**src/rtl/plsl_pkg.sv**
```systemverilog
// Types, constants and the reset curve shared by the sensor linearizer
`timescale 1ns / 1ps
`default_nettype none

package plsl_pkg;

    localparam int ADC_W  = 12;
    localparam int VAL_W  = 16;
    localparam int PIDX_W = 6;
    localparam int CNT_W  = 7;
    localparam int CFG_W  = 16;
    localparam int CFGI_W = 3;
    localparam int TIDX_W = 8;

    localparam int NUM_W  = 28;
    localparam int DEN_W  = 12;
    localparam int PROD_W = 30;

    localparam logic MODE_CONVERT = 1'b0;
    localparam logic MODE_WRITE   = 1'b1;

    localparam logic [ADC_W-1:0] LOW_LIMIT_RST  = 12'd700;
    localparam logic [ADC_W-1:0] HIGH_LIMIT_RST = 12'd936;
    localparam logic [VAL_W-1:0] LOW_VALUE_RST  = 16'd1000;
    localparam logic [VAL_W-1:0] HIGH_VALUE_RST = 16'd40000;
    localparam logic [CNT_W-1:0] POINT_CNT_RST  = 7'd37;

    localparam int CURVE_POINTS     = 37;
    localparam int CURVE_VALUE_BASE = 4000;
    localparam int CURVE_VALUE_STEP = 1000;

    localparam logic [ADC_W-1:0] CURVE_ADC [CURVE_POINTS] = '{
        12'd750, 12'd754, 12'd760, 12'd764, 12'd770, 12'd774, 12'd778, 12'd784,
        12'd788, 12'd794, 12'd798, 12'd804, 12'd810, 12'd816, 12'd820, 12'd826,
        12'd832, 12'd836, 12'd842, 12'd848, 12'd854, 12'd858, 12'd864, 12'd868,
        12'd872, 12'd878, 12'd882, 12'd888, 12'd892, 12'd898, 12'd902, 12'd908,
        12'd914, 12'd918, 12'd924, 12'd930, 12'd936
    };

    typedef enum logic [CFGI_W-1:0] {
        CFG_LOW_LIMIT,
        CFG_HIGH_LIMIT,
        CFG_LOW_VALUE,
        CFG_HIGH_VALUE,
        CFG_POINT_COUNT
    } cfg_idx_t;

    typedef enum logic [2:0] {
        ST_IDLE,
        ST_FETCH,
        ST_CHECK,
        ST_MUL,
        ST_DIV,
        ST_WAIT,
        ST_DONE
    } state_t;

    typedef struct packed {
        logic [ADC_W-1:0] adc;
        logic [VAL_W-1:0] value;
    } entry_t;

    typedef struct packed {
        logic             start;
        logic [NUM_W-1:0] num;
        logic [DEN_W-1:0] den;
    } div_req_t;

    typedef struct packed {
        logic             done;
        logic [NUM_W-1:0] quot;
    } div_rsp_t;

    function automatic entry_t reset_entry(input logic [TIDX_W-1:0] k);
        entry_t     e;
        logic [5:0] k6;
        k6 = k[5:0];
        e  = '0;
        if (int'(k) < CURVE_POINTS)
        begin
            e.adc   = CURVE_ADC[k6];
            e.value = VAL_W'(CURVE_VALUE_BASE + CURVE_VALUE_STEP * int'(k6));
        end
        return e;
    endfunction

endpackage

`default_nettype wire

```
**src/rtl/plsl_req_if.sv**
```systemverilog
// Request channel: convert or table-write item with valid/ready handshake
`timescale 1ns / 1ps
`default_nettype none

interface plsl_req_if;
    logic                          valid;
    logic                          ready;
    logic                          mode;
    logic [plsl_pkg::ADC_W-1:0]    sample;
    logic [plsl_pkg::PIDX_W-1:0]   point_index;
    logic [plsl_pkg::ADC_W-1:0]    point_adc;
    logic [plsl_pkg::VAL_W-1:0]    point_value;

    modport source (
        output valid, mode, sample, point_index, point_adc, point_value,
        input  ready
    );

    modport sink (
        input  valid, mode, sample, point_index, point_adc, point_value,
        output ready
    );
endinterface

`default_nettype wire

```
**src/rtl/plsl_rsp_if.sv**
```systemverilog
// Result channel: linearized value and fault flag with valid/ready handshake
`timescale 1ns / 1ps
`default_nettype none

interface plsl_rsp_if;
    logic                       valid;
    logic                       ready;
    logic [plsl_pkg::VAL_W-1:0] value;
    logic                       fault;

    modport source (
        output valid, value, fault,
        input  ready
    );

    modport sink (
        input  valid, value, fault,
        output ready
    );
endinterface

`default_nettype wire

```
**src/rtl/plsl_ram.sv**
```systemverilog
// Generic RAM: one write port, two registered read ports
`timescale 1ns / 1ps
`default_nettype none

module plsl_ram #(
    parameter int WIDTH = 8,
    parameter int DEPTH = 64
) (
    input  wire logic                     clk,
    input  wire logic                     wr_en,
    input  wire logic [$clog2(DEPTH)-1:0] wr_addr,
    input  wire logic [WIDTH-1:0]         wr_data,
    input  wire logic                     rd_en,
    input  wire logic [$clog2(DEPTH)-1:0] rd_addr_a,
    input  wire logic [$clog2(DEPTH)-1:0] rd_addr_b,
    output logic      [WIDTH-1:0]         rd_data_a,
    output logic      [WIDTH-1:0]         rd_data_b
);

    logic [WIDTH-1:0] mem [DEPTH];
    logic [WIDTH-1:0] rd_a_reg;
    logic [WIDTH-1:0] rd_b_reg;

    always_ff @(posedge clk)
    begin
        if (wr_en)
        begin
            mem[wr_addr] <= wr_data;
        end
        if (rd_en)
        begin
            rd_a_reg <= mem[rd_addr_a];
            rd_b_reg <= mem[rd_addr_b];
        end
    end

    assign rd_data_a = rd_a_reg;
    assign rd_data_b = rd_b_reg;

endmodule

`default_nettype wire

```
**src/rtl/plsl_table.sv**
```systemverilog
// Point table: RAM with per-entry valid bits falling back to the reset curve
`timescale 1ns / 1ps
`default_nettype none

module plsl_table #(
    parameter int DEPTH = 64
) (
    input  wire logic                     clk,
    input  wire logic                     rst_n,
    input  wire logic                     wr_en,
    input  wire logic [$clog2(DEPTH)-1:0] wr_addr,
    input  wire plsl_pkg::entry_t         wr_data,
    input  wire logic                     rd_en,
    input  wire logic [$clog2(DEPTH)-1:0] rd_addr_lo,
    input  wire logic [$clog2(DEPTH)-1:0] rd_addr_hi,
    output plsl_pkg::entry_t              rd_lo,
    output plsl_pkg::entry_t              rd_hi
);

    localparam int AW = $clog2(DEPTH);

    logic [DEPTH-1:0]  valid_reg;
    logic              lo_valid_reg;
    logic              hi_valid_reg;
    logic [AW-1:0]     lo_addr_reg;
    logic [AW-1:0]     hi_addr_reg;
    logic [$bits(plsl_pkg::entry_t)-1:0] ram_lo;
    logic [$bits(plsl_pkg::entry_t)-1:0] ram_hi;

    plsl_ram #(
        .WIDTH ($bits(plsl_pkg::entry_t)),
        .DEPTH (DEPTH)
    ) u_ram (
        .clk       (clk),
        .wr_en     (wr_en),
        .wr_addr   (wr_addr),
        .wr_data   (wr_data),
        .rd_en     (rd_en),
        .rd_addr_a (rd_addr_lo),
        .rd_addr_b (rd_addr_hi),
        .rd_data_a (ram_lo),
        .rd_data_b (ram_hi)
    );

    always_ff @(posedge clk or negedge rst_n)
    begin
        if (!rst_n)
        begin
            valid_reg <= '0;
        end
        else if (wr_en)
        begin
            valid_reg[wr_addr] <= 1'b1;
        end
    end

    always_ff @(posedge clk)
    begin
        if (rd_en)
        begin
            lo_valid_reg <= valid_reg[rd_addr_lo];
            hi_valid_reg <= valid_reg[rd_addr_hi];
            lo_addr_reg  <= rd_addr_lo;
            hi_addr_reg  <= rd_addr_hi;
        end
    end

    always_comb
    begin
        rd_lo = lo_valid_reg ? plsl_pkg::entry_t'(ram_lo)
                             : plsl_pkg::reset_entry(plsl_pkg::TIDX_W'(lo_addr_reg));
        rd_hi = hi_valid_reg ? plsl_pkg::entry_t'(ram_hi)
                             : plsl_pkg::reset_entry(plsl_pkg::TIDX_W'(hi_addr_reg));
    end

endmodule

`default_nettype wire

```
**src/rtl/plsl_divider.sv**
```systemverilog
// Restoring unsigned divider, one quotient bit per cycle
`timescale 1ns / 1ps
`default_nettype none

module plsl_divider (
    input  wire logic               clk,
    input  wire logic               rst_n,
    input  wire plsl_pkg::div_req_t req,
    output plsl_pkg::div_rsp_t      rsp
);

    localparam int NW  = plsl_pkg::NUM_W;
    localparam int DW  = plsl_pkg::DEN_W;
    localparam int CW  = $clog2(NW);

    logic          busy_reg;
    logic          done_reg;
    logic [CW-1:0] cnt_reg;
    logic [NW-1:0] quo_reg;
    logic [DW-1:0] rem_reg;
    logic [DW-1:0] den_reg;
    logic [DW:0]   rem_shift;
    logic [DW:0]   rem_trial;
    logic          take;

    always_comb
    begin
        rem_shift = {rem_reg, quo_reg[NW-1]};
        rem_trial = rem_shift - {1'b0, den_reg};
        take      = (rem_shift >= {1'b0, den_reg});
    end

    always_ff @(posedge clk or negedge rst_n)
    begin
        if (!rst_n)
        begin
            busy_reg <= 1'b0;
            done_reg <= 1'b0;
            cnt_reg  <= '0;
        end
        else
        begin
            done_reg <= busy_reg && !req.start && (cnt_reg == '0);
            if (req.start)
            begin
                busy_reg <= 1'b1;
                cnt_reg  <= CW'(NW - 1);
            end
            else if (busy_reg)
            begin
                busy_reg <= (cnt_reg != '0);
                cnt_reg  <= cnt_reg - 1'b1;
            end
        end
    end

    always_ff @(posedge clk)
    begin
        if (req.start)
        begin
            quo_reg <= req.num;
            rem_reg <= '0;
            den_reg <= req.den;
        end
        else if (busy_reg)
        begin
            quo_reg <= {quo_reg[NW-2:0], take};
            rem_reg <= take ? rem_trial[DW-1:0] : rem_shift[DW-1:0];
        end
    end

    assign rsp.done = done_reg;
    assign rsp.quot = quo_reg;

endmodule

`default_nettype wire

```
**src/rtl/piecewise_linear_sensor_linearizer_core.sv**
```systemverilog
// Sensor linearizer top level: limit checks, segment walk, interpolation
// Table write: no result; limit convert: result in the cycle after accept.
// Inside the limits: per segment visited a RAM read (FETCH) and a compare (CHECK), then
// multiply (MUL), divider start (DIV), divider wait (WAIT) and output (DONE); an exact
// hit or zero-width segment goes straight to output; one item at a time, next once the result frees.
// Reset restores the register defaults and the 37-point curve at once.
`timescale 1ns / 1ps
`default_nettype none

module piecewise_linear_sensor_linearizer_core #(
    parameter int MAX_POINTS = 64
) (
    input  wire logic                          clk,
    input  wire logic                          rst_n,
    plsl_req_if.sink                           req,
    plsl_rsp_if.source                         rsp,
    input  wire logic                          cfg_we,
    input  wire logic [plsl_pkg::CFGI_W-1:0]   cfg_index,
    input  wire logic [plsl_pkg::CFG_W-1:0]    cfg_data
);

    localparam int AW  = $clog2(MAX_POINTS);
    localparam int SW  = $clog2(MAX_POINTS + 1);
    localparam int PW  = (plsl_pkg::CNT_W > SW) ? plsl_pkg::CNT_W : SW;
    localparam int ADW = plsl_pkg::ADC_W;
    localparam int VW  = plsl_pkg::VAL_W;
    localparam int PRW = plsl_pkg::PROD_W;

    plsl_pkg::state_t state_reg;
    plsl_pkg::state_t state_next;

    logic [ADW-1:0]         low_limit_reg;
    logic [ADW-1:0]         high_limit_reg;
    logic [VW-1:0]          low_value_reg;
    logic [VW-1:0]          high_value_reg;
    logic [plsl_pkg::CNT_W-1:0] point_count_reg;

    logic [AW-1:0]          cursor_reg, cursor_next;
    logic                   fault_reg, fault_next;
    logic [AW-1:0]          idx_reg, idx_next;
    logic [SW-1:0]          steps_reg, steps_next;
    logic                   out_valid_reg, out_valid_next;
    logic [VW-1:0]          out_value_reg, out_value_next;
    logic                   out_fault_reg, out_fault_next;

    logic [ADW-1:0]         s_reg, s_next;
    logic [VW-1:0]          vlo_reg, vlo_next;
    logic signed [VW:0]     dy_reg, dy_next;
    logic signed [ADW:0]    dx_reg, dx_next;
    logic signed [ADW:0]    den_reg, den_next;
    logic signed [PRW-1:0]  prod_reg, prod_next;
    logic                   neg_reg, neg_next;
    logic [VW-1:0]          res_reg, res_next;

    logic [PW-1:0]          pc_ext;
    logic [PW-1:0]          pts_used;
    logic [AW-1:0]          last_seg;
    logic [AW-1:0]          start_idx;

    logic                   accept;
    logic                   is_convert;
    logic                   is_low;
    logic                   is_high;
    logic                   out_free;

    plsl_pkg::entry_t       ent_lo;
    plsl_pkg::entry_t       ent_hi;
    plsl_pkg::entry_t       wr_entry;
    logic                   tbl_wr_en;
    logic                   tbl_rd_en;

    logic                   seg_hit;
    logic                   go_up;
    logic                   walk_stop;
    logic                   direct;

    plsl_pkg::div_req_t     div_req;
    plsl_pkg::div_rsp_t     div_rsp;

    logic signed [PRW-1:0]  prod_abs;
    logic signed [PRW-1:0]  quot_s;
    logic signed [PRW-1:0]  interp;

    // ---------------------------------------------------------------
    always_comb
    begin
        pc_ext = PW'(point_count_reg);
        if (pc_ext < PW'(2))
        begin
            pts_used = PW'(2);
        end
        else if (pc_ext > PW'(MAX_POINTS))
        begin
            pts_used = PW'(MAX_POINTS);
        end
        else
        begin
            pts_used = pc_ext;
        end
        last_seg  = AW'(pts_used - PW'(2));
        start_idx = (cursor_reg > last_seg) ? last_seg : cursor_reg;
    end

    assign out_free   = !out_valid_reg || rsp.ready;
    assign req.ready  = (state_reg == plsl_pkg::ST_IDLE) && out_free;
    assign accept     = req.valid && req.ready;
    assign is_convert = (req.mode == plsl_pkg::MODE_CONVERT);
    assign is_low     = (req.sample <= low_limit_reg);
    assign is_high    = (req.sample >= high_limit_reg);

    always_comb
    begin
        seg_hit   = (s_reg >= ent_lo.adc) && (s_reg < ent_hi.adc);
        go_up     = (s_reg > ent_lo.adc);
        walk_stop = (steps_reg == SW'(MAX_POINTS)) || seg_hit
                    || (go_up && (idx_reg >= last_seg))
                    || (!go_up && (idx_reg == '0));
        direct    = (s_reg == ent_lo.adc) || (ent_hi.adc == ent_lo.adc);
    end

    // ---------------------------------------------------------------
    always_comb
    begin
        state_next = state_reg;
        case (state_reg)
            plsl_pkg::ST_IDLE:
            begin
                if (accept && is_convert && !is_low && !is_high)
                begin
                    state_next = plsl_pkg::ST_FETCH;
                end
            end
            plsl_pkg::ST_FETCH:
            begin
                state_next = plsl_pkg::ST_CHECK;
            end
            plsl_pkg::ST_CHECK:
            begin
                if (!walk_stop)
                begin
                    state_next = plsl_pkg::ST_FETCH;
                end
                else if (direct)
                begin
                    state_next = plsl_pkg::ST_DONE;
                end
                else
                begin
                    state_next = plsl_pkg::ST_MUL;
                end
            end
            plsl_pkg::ST_MUL:
            begin
                state_next = plsl_pkg::ST_DIV;
            end
            plsl_pkg::ST_DIV:
            begin
                state_next = plsl_pkg::ST_WAIT;
            end
            plsl_pkg::ST_WAIT:
            begin
                if (div_rsp.done)
                begin
                    state_next = plsl_pkg::ST_DONE;
                end
            end
            plsl_pkg::ST_DONE:
            begin
                if (out_free)
                begin
                    state_next = plsl_pkg::ST_IDLE;
                end
            end
            default:
            begin
                state_next = plsl_pkg::ST_IDLE;
            end
        endcase
    end

    // ---------------------------------------------------------------
    always_comb
    begin
        prod_abs = prod_reg[PRW-1] ? -prod_reg : prod_reg;

        tbl_wr_en        = accept && (req.mode == plsl_pkg::MODE_WRITE)
                           && (int'(req.point_index) < MAX_POINTS);
        wr_entry.adc     = req.point_adc;
        wr_entry.value   = req.point_value;
        tbl_rd_en        = (state_reg == plsl_pkg::ST_FETCH);

        div_req.start    = (state_reg == plsl_pkg::ST_DIV);
        div_req.num      = prod_abs[plsl_pkg::NUM_W-1:0];
        div_req.den      = den_reg[ADW] ? ADW'(-den_reg) : den_reg[ADW-1:0];
    end

    // ---------------------------------------------------------------
    always_comb
    begin
        cursor_next    = cursor_reg;
        fault_next     = fault_reg;
        idx_next       = idx_reg;
        steps_next     = steps_reg;
        out_valid_next = out_valid_reg;
        out_value_next = out_value_reg;
        out_fault_next = out_fault_reg;
        s_next         = s_reg;
        vlo_next       = vlo_reg;
        dy_next        = dy_reg;
        dx_next        = dx_reg;
        den_next       = den_reg;
        prod_next      = prod_reg;
        neg_next       = neg_reg;
        res_next       = res_reg;
        quot_s         = '0;
        interp         = '0;

        if (rsp.valid && rsp.ready)
        begin
            out_valid_next = 1'b0;
        end

        case (state_reg)
            plsl_pkg::ST_IDLE:
            begin
                if (accept && is_convert)
                begin
                    if (is_low)
                    begin
                        fault_next     = 1'b1;
                        out_valid_next = 1'b1;
                        out_value_next = low_value_reg;
                        out_fault_next = 1'b1;
                    end
                    else if (is_high)
                    begin
                        out_valid_next = 1'b1;
                        out_value_next = high_value_reg;
                        out_fault_next = fault_reg;
                    end
                    else
                    begin
                        fault_next = 1'b0;
                        s_next     = req.sample;
                        idx_next   = start_idx;
                        steps_next = '0;
                    end
                end
            end
            plsl_pkg::ST_CHECK:
            begin
                if (!walk_stop)
                begin
                    idx_next   = go_up ? idx_reg + 1'b1 : idx_reg - 1'b1;
                    steps_next = steps_reg + 1'b1;
                end
                else
                begin
                    cursor_next = idx_reg;
                    res_next    = ent_lo.value;
                    vlo_next    = ent_lo.value;
                    dy_next     = $signed({1'b0, ent_hi.value}) - $signed({1'b0, ent_lo.value});
                    dx_next     = $signed({1'b0, s_reg}) - $signed({1'b0, ent_lo.adc});
                    den_next    = $signed({1'b0, ent_hi.adc}) - $signed({1'b0, ent_lo.adc});
                end
            end
            plsl_pkg::ST_MUL:
            begin
                prod_next = dy_reg * dx_reg;
            end
            plsl_pkg::ST_DIV:
            begin
                neg_next = prod_reg[PRW-1] ^ den_reg[ADW];
            end
            plsl_pkg::ST_WAIT:
            begin
                if (div_rsp.done)
                begin
                    quot_s = $signed({2'b00, div_rsp.quot});
                    if (neg_reg)
                    begin
                        quot_s = -quot_s;
                    end
                    interp = $signed(PRW'(vlo_reg)) + quot_s;
                    if (interp < 0)
                    begin
                        res_next = '0;
                    end
                    else if (interp > $signed(PRW'(16'hFFFF)))
                    begin
                        res_next = '1;
                    end
                    else
                    begin
                        res_next = interp[VW-1:0];
                    end
                end
            end
            plsl_pkg::ST_DONE:
            begin
                if (out_free)
                begin
                    out_valid_next = 1'b1;
                    out_value_next = res_reg;
                    out_fault_next = fault_reg;
                end
            end
            default:
            begin
            end
        endcase
    end

    // ---------------------------------------------------------------
    always_ff @(posedge clk or negedge rst_n)
    begin
        if (!rst_n)
        begin
            state_reg       <= plsl_pkg::ST_IDLE;
            cursor_reg      <= '0;
            fault_reg       <= 1'b0;
            idx_reg         <= '0;
            steps_reg       <= '0;
            out_valid_reg   <= 1'b0;
            low_limit_reg   <= plsl_pkg::LOW_LIMIT_RST;
            high_limit_reg  <= plsl_pkg::HIGH_LIMIT_RST;
            low_value_reg   <= plsl_pkg::LOW_VALUE_RST;
            high_value_reg  <= plsl_pkg::HIGH_VALUE_RST;
            point_count_reg <= plsl_pkg::POINT_CNT_RST;
        end
        else
        begin
            state_reg     <= state_next;
            cursor_reg    <= cursor_next;
            fault_reg     <= fault_next;
            idx_reg       <= idx_next;
            steps_reg     <= steps_next;
            out_valid_reg <= out_valid_next;
            if (cfg_we)
            begin
                case (cfg_index)
                    plsl_pkg::CFG_LOW_LIMIT:   low_limit_reg   <= cfg_data[ADW-1:0];
                    plsl_pkg::CFG_HIGH_LIMIT:  high_limit_reg  <= cfg_data[ADW-1:0];
                    plsl_pkg::CFG_LOW_VALUE:   low_value_reg   <= cfg_data[VW-1:0];
                    plsl_pkg::CFG_HIGH_VALUE:  high_value_reg  <= cfg_data[VW-1:0];
                    plsl_pkg::CFG_POINT_COUNT: point_count_reg <= cfg_data[plsl_pkg::CNT_W-1:0];
                    default:
                    begin
                    end
                endcase
            end
        end
    end

    always_ff @(posedge clk)
    begin
        out_value_reg <= out_value_next;
        out_fault_reg <= out_fault_next;
        s_reg         <= s_next;
        vlo_reg       <= vlo_next;
        dy_reg        <= dy_next;
        dx_reg        <= dx_next;
        den_reg       <= den_next;
        prod_reg      <= prod_next;
        neg_reg       <= neg_next;
        res_reg       <= res_next;
    end

    assign rsp.valid = out_valid_reg;
    assign rsp.value = out_value_reg;
    assign rsp.fault = out_fault_reg;

    // ---------------------------------------------------------------
    plsl_table #(
        .DEPTH (MAX_POINTS)
    ) u_table (
        .clk        (clk),
        .rst_n      (rst_n),
        .wr_en      (tbl_wr_en),
        .wr_addr    (AW'(req.point_index)),
        .wr_data    (wr_entry),
        .rd_en      (tbl_rd_en),
        .rd_addr_lo (idx_reg),
        .rd_addr_hi (idx_reg + 1'b1),
        .rd_lo      (ent_lo),
        .rd_hi      (ent_hi)
    );

    plsl_divider u_divider (
        .clk   (clk),
        .rst_n (rst_n),
        .req   (div_req),
        .rsp   (div_rsp)
    );

`ifndef SYNTHESIS
    a_cursor_range: assert property (@(posedge clk) disable iff (!rst_n)
        cursor_reg <= AW'(MAX_POINTS - 2))
        else $error("segment cursor beyond last table segment");

    a_walk_bound: assert property (@(posedge clk) disable iff (!rst_n)
        (state_reg == plsl_pkg::ST_CHECK) |-> (idx_reg <= last_seg))
        else $error("segment walk left the table");

    a_low_fault: assert property (@(posedge clk) disable iff (!rst_n)
        (accept && is_convert && is_low)
        |=> (rsp.valid && rsp.fault && (rsp.value == $past(low_value_reg))))
        else $error("low sample did not report fault result");

    a_div_done: assert property (@(posedge clk) disable iff (!rst_n)
        div_rsp.done |-> (state_reg == plsl_pkg::ST_WAIT))
        else $error("divider finished outside the wait state");
`endif

endmodule

`default_nettype wire
```
**src/flat_wrapper.sv**
```systemverilog
// flat-port wrapper written by rule: the top's interface ports become plain ports
module piecewise_linear_sensor_linearizer_core_flat 
#(
    parameter int MAX_POINTS = 64
)
  (clk, rst_n, cfg_we, cfg_index, cfg_data, req_valid, req_mode, req_sample, req_point_index, req_point_adc, req_point_value, req_ready, rsp_valid, rsp_value, rsp_fault, rsp_ready);
  plsl_req_if req_i ();
  plsl_rsp_if rsp_i ();
  input  wire logic clk;
  input  wire logic rst_n;
  input  wire logic cfg_we;
  input  wire logic [plsl_pkg::CFGI_W-1:0] cfg_index;
  input  wire logic [plsl_pkg::CFG_W-1:0] cfg_data;
  input wire logic [$bits(req_i.valid)-1:0] req_valid;
  input wire logic [$bits(req_i.mode)-1:0] req_mode;
  input wire logic [$bits(req_i.sample)-1:0] req_sample;
  input wire logic [$bits(req_i.point_index)-1:0] req_point_index;
  input wire logic [$bits(req_i.point_adc)-1:0] req_point_adc;
  input wire logic [$bits(req_i.point_value)-1:0] req_point_value;
  output wire logic [$bits(req_i.ready)-1:0] req_ready;
  output wire logic [$bits(rsp_i.valid)-1:0] rsp_valid;
  output wire logic [$bits(rsp_i.value)-1:0] rsp_value;
  output wire logic [$bits(rsp_i.fault)-1:0] rsp_fault;
  input wire logic [$bits(rsp_i.ready)-1:0] rsp_ready;
  assign req_i.valid = req_valid;
  assign req_i.mode = req_mode;
  assign req_i.sample = req_sample;
  assign req_i.point_index = req_point_index;
  assign req_i.point_adc = req_point_adc;
  assign req_i.point_value = req_point_value;
  assign req_ready = req_i.ready;
  assign rsp_valid = rsp_i.valid;
  assign rsp_value = rsp_i.value;
  assign rsp_fault = rsp_i.fault;
  assign rsp_i.ready = rsp_ready;
  piecewise_linear_sensor_linearizer_core #(.MAX_POINTS(MAX_POINTS)) u_core (.clk(clk), .rst_n(rst_n), .req(req_i), .rsp(rsp_i), .cfg_we(cfg_we), .cfg_index(cfg_index), .cfg_data(cfg_data));
endmodule
```
**config.mk**
```make
export PLATFORM = sky130hd
export DESIGN_NAME = piecewise_linear_sensor_linearizer_core_flat
export DESIGN_NICKNAME = d
export VERILOG_FILES = /design/src/rtl/plsl_pkg.sv /design/src/rtl/plsl_req_if.sv /design/src/rtl/plsl_rsp_if.sv /design/src/rtl/plsl_ram.sv /design/src/rtl/plsl_table.sv /design/src/rtl/plsl_divider.sv /design/src/rtl/piecewise_linear_sensor_linearizer_core.sv /design/src/flat_wrapper.sv
export SDC_FILE = /design/constraint.sdc
export NUM_CORES = 2
export LEC_CHECK = 0
export BUFFER_PORTS_ARGS = -buffer_cell sky130_fd_sc_hd__buf_2
export CAP_MARGIN = 25
export CORE_UTILIZATION = 40
export CTS_CLUSTER_SIZE = 8
export DETAILED_ROUTE_END_ITERATION = 10
export GPL_TIMING_DRIVEN = 0
export HOLD_SLACK_MARGIN = 0.03
export PLACE_DENSITY = 0.63
export SYNTH_ARGS = -nofsm -noshare
export SYNTH_HDL_FRONTEND = slang
export SYNTH_HIERARCHICAL = 1
export SYNTH_SLANG_ARGS = --single-unit
```
**constraint.sdc**
```tcl
create_clock -name clk -period 6.3 [get_ports clk]
set_input_delay 0.63 -clock clk [delete_from_list [all_inputs] [get_ports clk]]
set_output_delay 0.63 -clock clk [all_outputs]
set_load 0.1 [all_outputs]
```
Yosys cells after proc, flatten, opt, wreduce, memory -nomap -nowiden
Memories as Yosys holds them, arrays and structs flattened. A register that Yosys moved wholly into a read port is not among the register bits.
Index checks and enable logic that the tools add are counted.

word-level totals
  register bits = 359
  memory bits (writable) = 1792
  bits in read-only memories = 1536
  output and inout bits = 19
  word-level logic and storage cells = 218
  memories = 3

memory list
  name                      words  width  read ports  clocked after Yosys merged registers in  write ports  RTL line        source
  u_core.u_table.u_ram.mem  64     28     2           2                                        1            plsl_ram.sv:20  logic [WIDTH-1:0] mem [DEPTH];
  (no name shown)           64     12     1           0                                        0            plsl_pkg.sv:81  e.adc = CURVE_ADC[k6];
  (no name shown)           64     12     1           0                                        0            plsl_pkg.sv:81

cells by class
  $add $sub $neg = 15
  multiply operators = 3
  $lt $le $gt $ge = 20
  eq/ne operators = 23
  mux-type cells = 71
  bitwise logic cells = 7
  reductions and logical operators = 44

operators with widths
  kind                                                             count
  two-way mux 28 bit                                               7
  two-way mux 16 bit                                               8
  two-way mux 30 bit                                               3
  two-way mux 12 bit                                               6
  OR 64 bit                                                        1
  case mux 16 bit (2 select lines)                                 2
  two-way mux 6 bit                                                8
  adder 12 x 16 -> 16 bit, first input constant                    2
  adder 17 x 30 -> 30 bit                                          1
  greater-than comparator 30 x 17 -> 1 bit, second input constant  1
  < comparator 30 x 1 -> 1 bit, second input constant              1
  multiplier 17 x 13 -> 30 bit                                     1
  negator 28 -> 30 bit                                             1
  two-way mux 7 bit                                                4
  negator 28 bit                                                   1
  multiplier 7 x 6 -> 13 bit, first input constant                 2
  subtractor 12 x 12 -> 13 bit                                     2
  equality test 12 bit                                             2
  greater-or-equal comparator 12 bit                               2
  < comparator 6 x 7 -> 1 bit, second input constant               3
  case mux 3 bit (7 select lines)                                  1
  two-way mux 1 bit                                                18
  subtractor 16 x 16 -> 17 bit                                     1
  two-way mux 3 bit                                                5
  46 further kinds                                                 100

Longest topological paths before layout
  depth in word-level cells = 13
  depth in mapped cells = 24
  gate-level depth less buffers = 23

By module
Netlist, hierarchy kept.

by module, submodules not included
  module                                   instances  cells each  area an instance (µm²)  sequential area each (µm²)
  plsl_ram                                 1          4269        84883.9                 55493.2
  piecewise_linear_sensor_linearizer_core  1          2222        21884.7                 6232.2
  plsl_table                               1          700         7170.6                  2021.9
  plsl_divider                             1          246         2960.3                  1616.6

Worst setup path after synthesis
OpenSTA, ideal clock, no wires.

  path kind = register to register
  start point = register u_core.out_valid_reg (netlist: u_core/rsp.valid)
  end point = memory u_core/u_table/u_ram/mem[48][0] (netlist name) (enable)
  library setup time = 0.448 ns
  arrival time = 6.114 ns
  required time = 5.852 ns
  slack = -0.262 ns
  cell stages (with the launch flop) = 7
  path buffers = 0
  clock period less this slack = 6.562 ns
  path through = dfrtp_1 -> nor2b_1 -> nor3_1 -> and3_1 -> nor2b_1 -> nand4b_1 -> nor3_1

on the way
  longest elaborated chain between the ends = 7

ends and longest elaborated chain
  what                                     RTL line                                        source
  start, declared                          piecewise_linear_sensor_linearizer_core.sv:42   logic out_valid_reg, out_valid_next;
  start signal, assigned                   piecewise_linear_sensor_linearizer_core.sv:338  out_valid_reg <= out_valid_next;
  zero test 1 bit                          piecewise_linear_sensor_linearizer_core.sv:104  assign out_free = !out_valid_reg || rsp.ready;
  logical OR 1 bit                         piecewise_linear_sensor_linearizer_core.sv:104
  logical AND 1 bit                        piecewise_linear_sensor_linearizer_core.sv:105  assign req.ready = (state_reg == plsl_pkg::ST_IDLE) && out_free;
  via req_ready                            flat_wrapper.sv:20                              output wire logic [$bits(req_i.ready)-1:0] req_ready;
  logical AND 1 bit                        piecewise_linear_sensor_linearizer_core.sv:106  assign accept = req.valid && req.ready;
  logical AND 1 bit                        piecewise_linear_sensor_linearizer_core.sv:186  tbl_wr_en = accept && (req.mode == plsl_pkg::MODE_WRITE)
  via u_core.tbl_wr_en                     piecewise_linear_sensor_linearizer_core.sv:69   logic tbl_wr_en;
  two-way mux 1 bit                        plsl_ram.sv:26                                  if (wr_en)
  two-way mux 1 bit (not written as such)  plsl_ram.sv:28                                  mem[wr_addr] <= wr_data;
  end, declared                            plsl_ram.sv:20

The timed path passes the listed nets, and every way through them passes these cells.

Final worst setup path
  start point = register u_core.idx_reg[0]
  end point = register u_core.u_table.u_ram.rd_b_reg[8] (netlist: u_core/u_table/u_ram/rd_data_b[8]), read port of u_core.u_table.u_ram.mem, data pin

on the way
  longest elaborated chain between the ends = 1

ends and longest elaborated chain
  what                    RTL line                                        source
  start, declared         piecewise_linear_sensor_linearizer_core.sv:40   logic [AW-1:0] idx_reg, idx_next;
  start signal, assigned  piecewise_linear_sensor_linearizer_core.sv:336  idx_reg <= idx_next;
  adder 6 x 1 -> 6 bit    piecewise_linear_sensor_linearizer_core.sv:384  .rd_addr_hi (idx_reg + 1'b1),
  end, declared           plsl_ram.sv:22                                  logic [WIDTH-1:0] rd_b_reg;

No other way between the ends.
A chain may end at the register's enable or synchronous reset.

==> summary.md <==
| Metric | Value |
|---|---|
| IO Count | 90 |
| Sink Count | 2206 |
| Max-Cap Viols | 0 |
| Post-Syn Area per Cell | 15.7 um^2 |
| Final setup margin | -0.213 ns |
| Syn Inst Count | 7437 |
| RSZ-0062 raised after global routing | true |
| Hold Crit Depth | 1 |
| Die H | 543 um |
| Top-count cell post-synth | edfxtp_1 |
| Crit path max fanout | 10 |
| Syn_nets | 8007 |
| Min-Delay Path Class | primary input to register |
| Synth Area in Compound Gates | 6.28% |
| Longest Clk Path Bufs | 4 |
| Status | finished with violations |
| Placeable Area | 291000 um^2 |
| Critical path data required time | 6.89 ns |
| Hold Path Sink | u_core/u_table/u_ram/mem[42][22]$_DFFE_PP_ |
| Area added between synthesis and finish | 16.3% |
| Share of cells above drive strength 1 | 25.8% |
| Critical path class | register to register |
| Final nets | 8670 |
| Post-Place Cell Area | 126000 um^2 |
| GR Util All Layers | 32.0% |
| Vias in the first global route | 77600 |
| Port Buffers | 87 |
| CTS tree | done |
| Multi-input gate area | 48600 um^2 |
| RR Startpoint | u_core/idx_reg[0]$_DFFE_PN0P_ |
| Detail Placement HPWL | 350000 um |
| Antenna violations before repair | 67 |
| Rel. slew slack | 5.99% |
| #FFs+latches synth | 2206 |
| Clk Latency, worst-skew pair | 0.98 ns |
| Register area | 65400 um^2 |
| Fin. Hold Viols | 0 |
| Number of flops mapped to enable cells by yosys | 2036 |
| Clock Skew | 0.132 ns |
| Average via count per standard cell | 6.52 |
| Worst-path clk slew | 0.05 ns |
| Max reg flops | 1792 |
| Synth Area in Adders | 6.86% |
| Min-delay src | req_point_adc[6] |
| Setup-failing EPs final | 10 |
| Post-synth top area cell | edfxtp_1 |
| Final WL | 475000 um |
| Std cell rows | 198 |
| Design area | 136000 um^2 |
| Ys Warns | 6 |
| R2R Path End | u_core/u_table/u_ram/rd_data_b[8]$_DFFE_PP_ |
| Most instantiated cells after synthesis | 2036 x edfxtp_1, 854 x mux4_2, 478 x nand2_1 |
| Async SR Flop Fraction | 7.16% |
| Die width | 543 um |
| Fill cells | 24800 |
| WP data arrival | 7.10 ns |
| First-pass iteration count of the detailed router | 6 |
| Initial Util | 40.2% |
| Largest net degree at the start of global routing | 110 |
| Failing checks | negative setup slack |
| FF-to-FF setup slack | -0.21 ns |
| Register-to-Register Path Depth | 11 |
| Slew @ Worst Pin | 1.41 ns |
| Finished Core Util | 46.8% |
| Largest family of logic cells by synthesized area | multiplexers |
| Cell Area, Synth | 117000 um^2 |
| Worst setup SP type | register |
| Root Buffer | clkbuf_16 |
| Fin crit period | 6.51 ns |
| Crit share post-route | 103% |
| Count of cell types in the netlist | 95 |
| Mux share of post-synthesis cell area | 21.1% |
| Post-Synth XOR/XNOR Area | 1.42% |
| Total grt overflow | 0 |
| Critical Path Sink Type | register |
| Final ANT Viol Nets | 0 |
| Vias post-DR | 78900 |
| Die area | 294000 um^2 |
| Post-Synth Simple-Gate Area | 5.15% |
| # H-tree levels | 5 |
| Maximum clock frequency | 154 MHz |
| Final Max Tran Viols | 0 |
| First-pass GRT wire length | 641000 um |
| Synth Flop Type | edfxtp_1 |
| # DRC | 0 |
| Final GP Congestion | 1.05 |
| Num CTS Buffers | 317 |
| Sequential fraction of the synthesis area | 55.9% |
| Largest cells by area after synthesis | edfxtp_1 52%, mux4_2 16%, fa_1 4.1%, mux2i_1 3.1%, dfrtp_1 2.8% |
| Wire per inst | 39.3 um |
| Starting DRT DRC Count | 11700 |
| Synth top area share | 52.3% |
==> cells in the final DEF (no fill, tap or decap), drive strengths merged, types with 27 or more instances in the layout <==
| master | netlist | final |
|---|---|---|
| mux4 | 867 | 867 |
| a211oi | 58 | 58 |
| nor2b | 65 | 65 |
| nor3 | 65 | 65 |
| nor2 | 284 | 284 |
| a22oi | 47 | 47 |
| o21bai | 38 | 38 |
| a21oi | 206 | 206 |
| a22o | 28 | 28 |
| ha | 262 | 262 |
| o21ai | 199 | 199 |
| xor2 | 58 | 58 |
| clkbuf | 213 | 555 |
| clkinv | 2 | 30 |
| a221oi | 44 | 44 |
| mux2i | 366 | 366 |
| edfxtp | 2036 | 2036 |
| fa | 237 | 237 |
| inv | 379 | 386 |
| o22ai | 82 | 82 |
| a21o | 72 | 72 |
| o31ai | 50 | 50 |
| nand2 | 478 | 478 |
| mux2 | 127 | 127 |
| buf | 245 | 578 |
| nand2b | 60 | 60 |
| and2 | 108 | 108 |
| nand4 | 27 | 27 |
| dfrtp | 133 | 133 |
| nand3 | 67 | 67 |
| xnor2 | 132 | 132 |
==> worst max-delay path, cell delays in order (launching register included) <==
cell	delay, ns
dfrtp_2	0.75
inv_1	0.49
ha_2	0.69
buf_4	0.44
buf_4	0.48
buf_2	0.56
buf_2	0.51
buf_4	0.35
mux2i_1	0.81
nand2_1	0.22
nand4_1	0.47
o31ai_1	0.33
==> worst max path at each step <==
stage,start,endpoint,slack (ns),cells past startpoint
2_1_floorplan,u_core/dy_reg[5]$_DFFE_PP_,u_core/prod_reg[24]$_DFFE_PP_,0.26,23
3_3_place_gp,u_core/idx_reg[2]$_DFFE_PN0P_,u_core/u_table/u_ram/rd_data_b[3]$_DFFE_PP_,-2.68,11
3_5_place_dp,u_core/dx_reg[4]$_DFFE_PP_,u_core/prod_reg[29]$_DFFE_PP_,-1.10,21
4_1_cts,u_core/dx_reg[9]$_DFFE_PP_,u_core/prod_reg[29]$_DFFE_PP_,-0.11,21
5_1_grt,u_core/dy_reg[5]$_DFFE_PP_,u_core/prod_reg[29]$_DFFE_PP_,-0.12,22
6_report,u_core/idx_reg[0]$_DFFE_PN0P_,u_core/u_table/u_ram/rd_data_b[8]$_DFFE_PP_,-0.21,11
==> per-stage QoR <==
stage          worst slack (ns)  TNS [ns]  hold slack, ns  std cells
5_1_grt                  -0.116    -0.160          0.0825      12100
6_report                 -0.213    -0.946          0.0704      12100
3_5_place_dp              -1.10    -15.60           0.456      11600
3_3_place_gp              -2.68   -923.62           0.446      11400
4_1_cts                  -0.114    -0.114          0.0304      12000
2_1_floorplan             0.262         0           0.334       7437
==> area by class of cell <==
| type | count | share of cell area, % |
|---|---|---|
| timing repair buffer | 347 | 3.24 |
| sequential | 2206 | 48.1 |
| buffer | 455 | 1.84 |
| multi-input combinational | 4392 | 35.7 |
| clock inverter | 35 | 0.466 |
| clock buffer | 352 | 5.95 |
| antenna | 26 | 0.0478 |
| inverter | 381 | 1.05 |
| tap | 3900 | 3.59 |
==> cell families (layout without fill, tap and decap cells) <==
group                      Yosys count  in the layout
other                                0             26
adders and majority gates          499            499
buffers and inverters              839           1570
xor gates and xnor gates           190            190
and+or+nand+nor                   1274           1274
muxes                             1360           1360
AOI/OAI and AO/OA                 1069           1069
DFF                               2206           2206
==> per-layer routing <==
metal / vias to the layer above / GRT usage, % / part of all wire, %
met5: - / 0 / 0.059
met4: 40 / 21.1 / 8.0
met3: 1384 / 10.9 / 13
met2: 5940 / 47.7 / 44
met1: 40800 / 39.5 / 35
li1: 30700 / - / -
==> what timing repair did <==
item	4_1_cts	5_1_grt
hold endpoints to repair	91	0
pin swaps	5	45
hold buffers	21	0
resized for setup	58	103
setup endpoints to repair	54	99
setup buffers	22	19
Power is not shown: default switching activity piles up to over one toggle a cycle in this logic, so the estimate is an artifact.
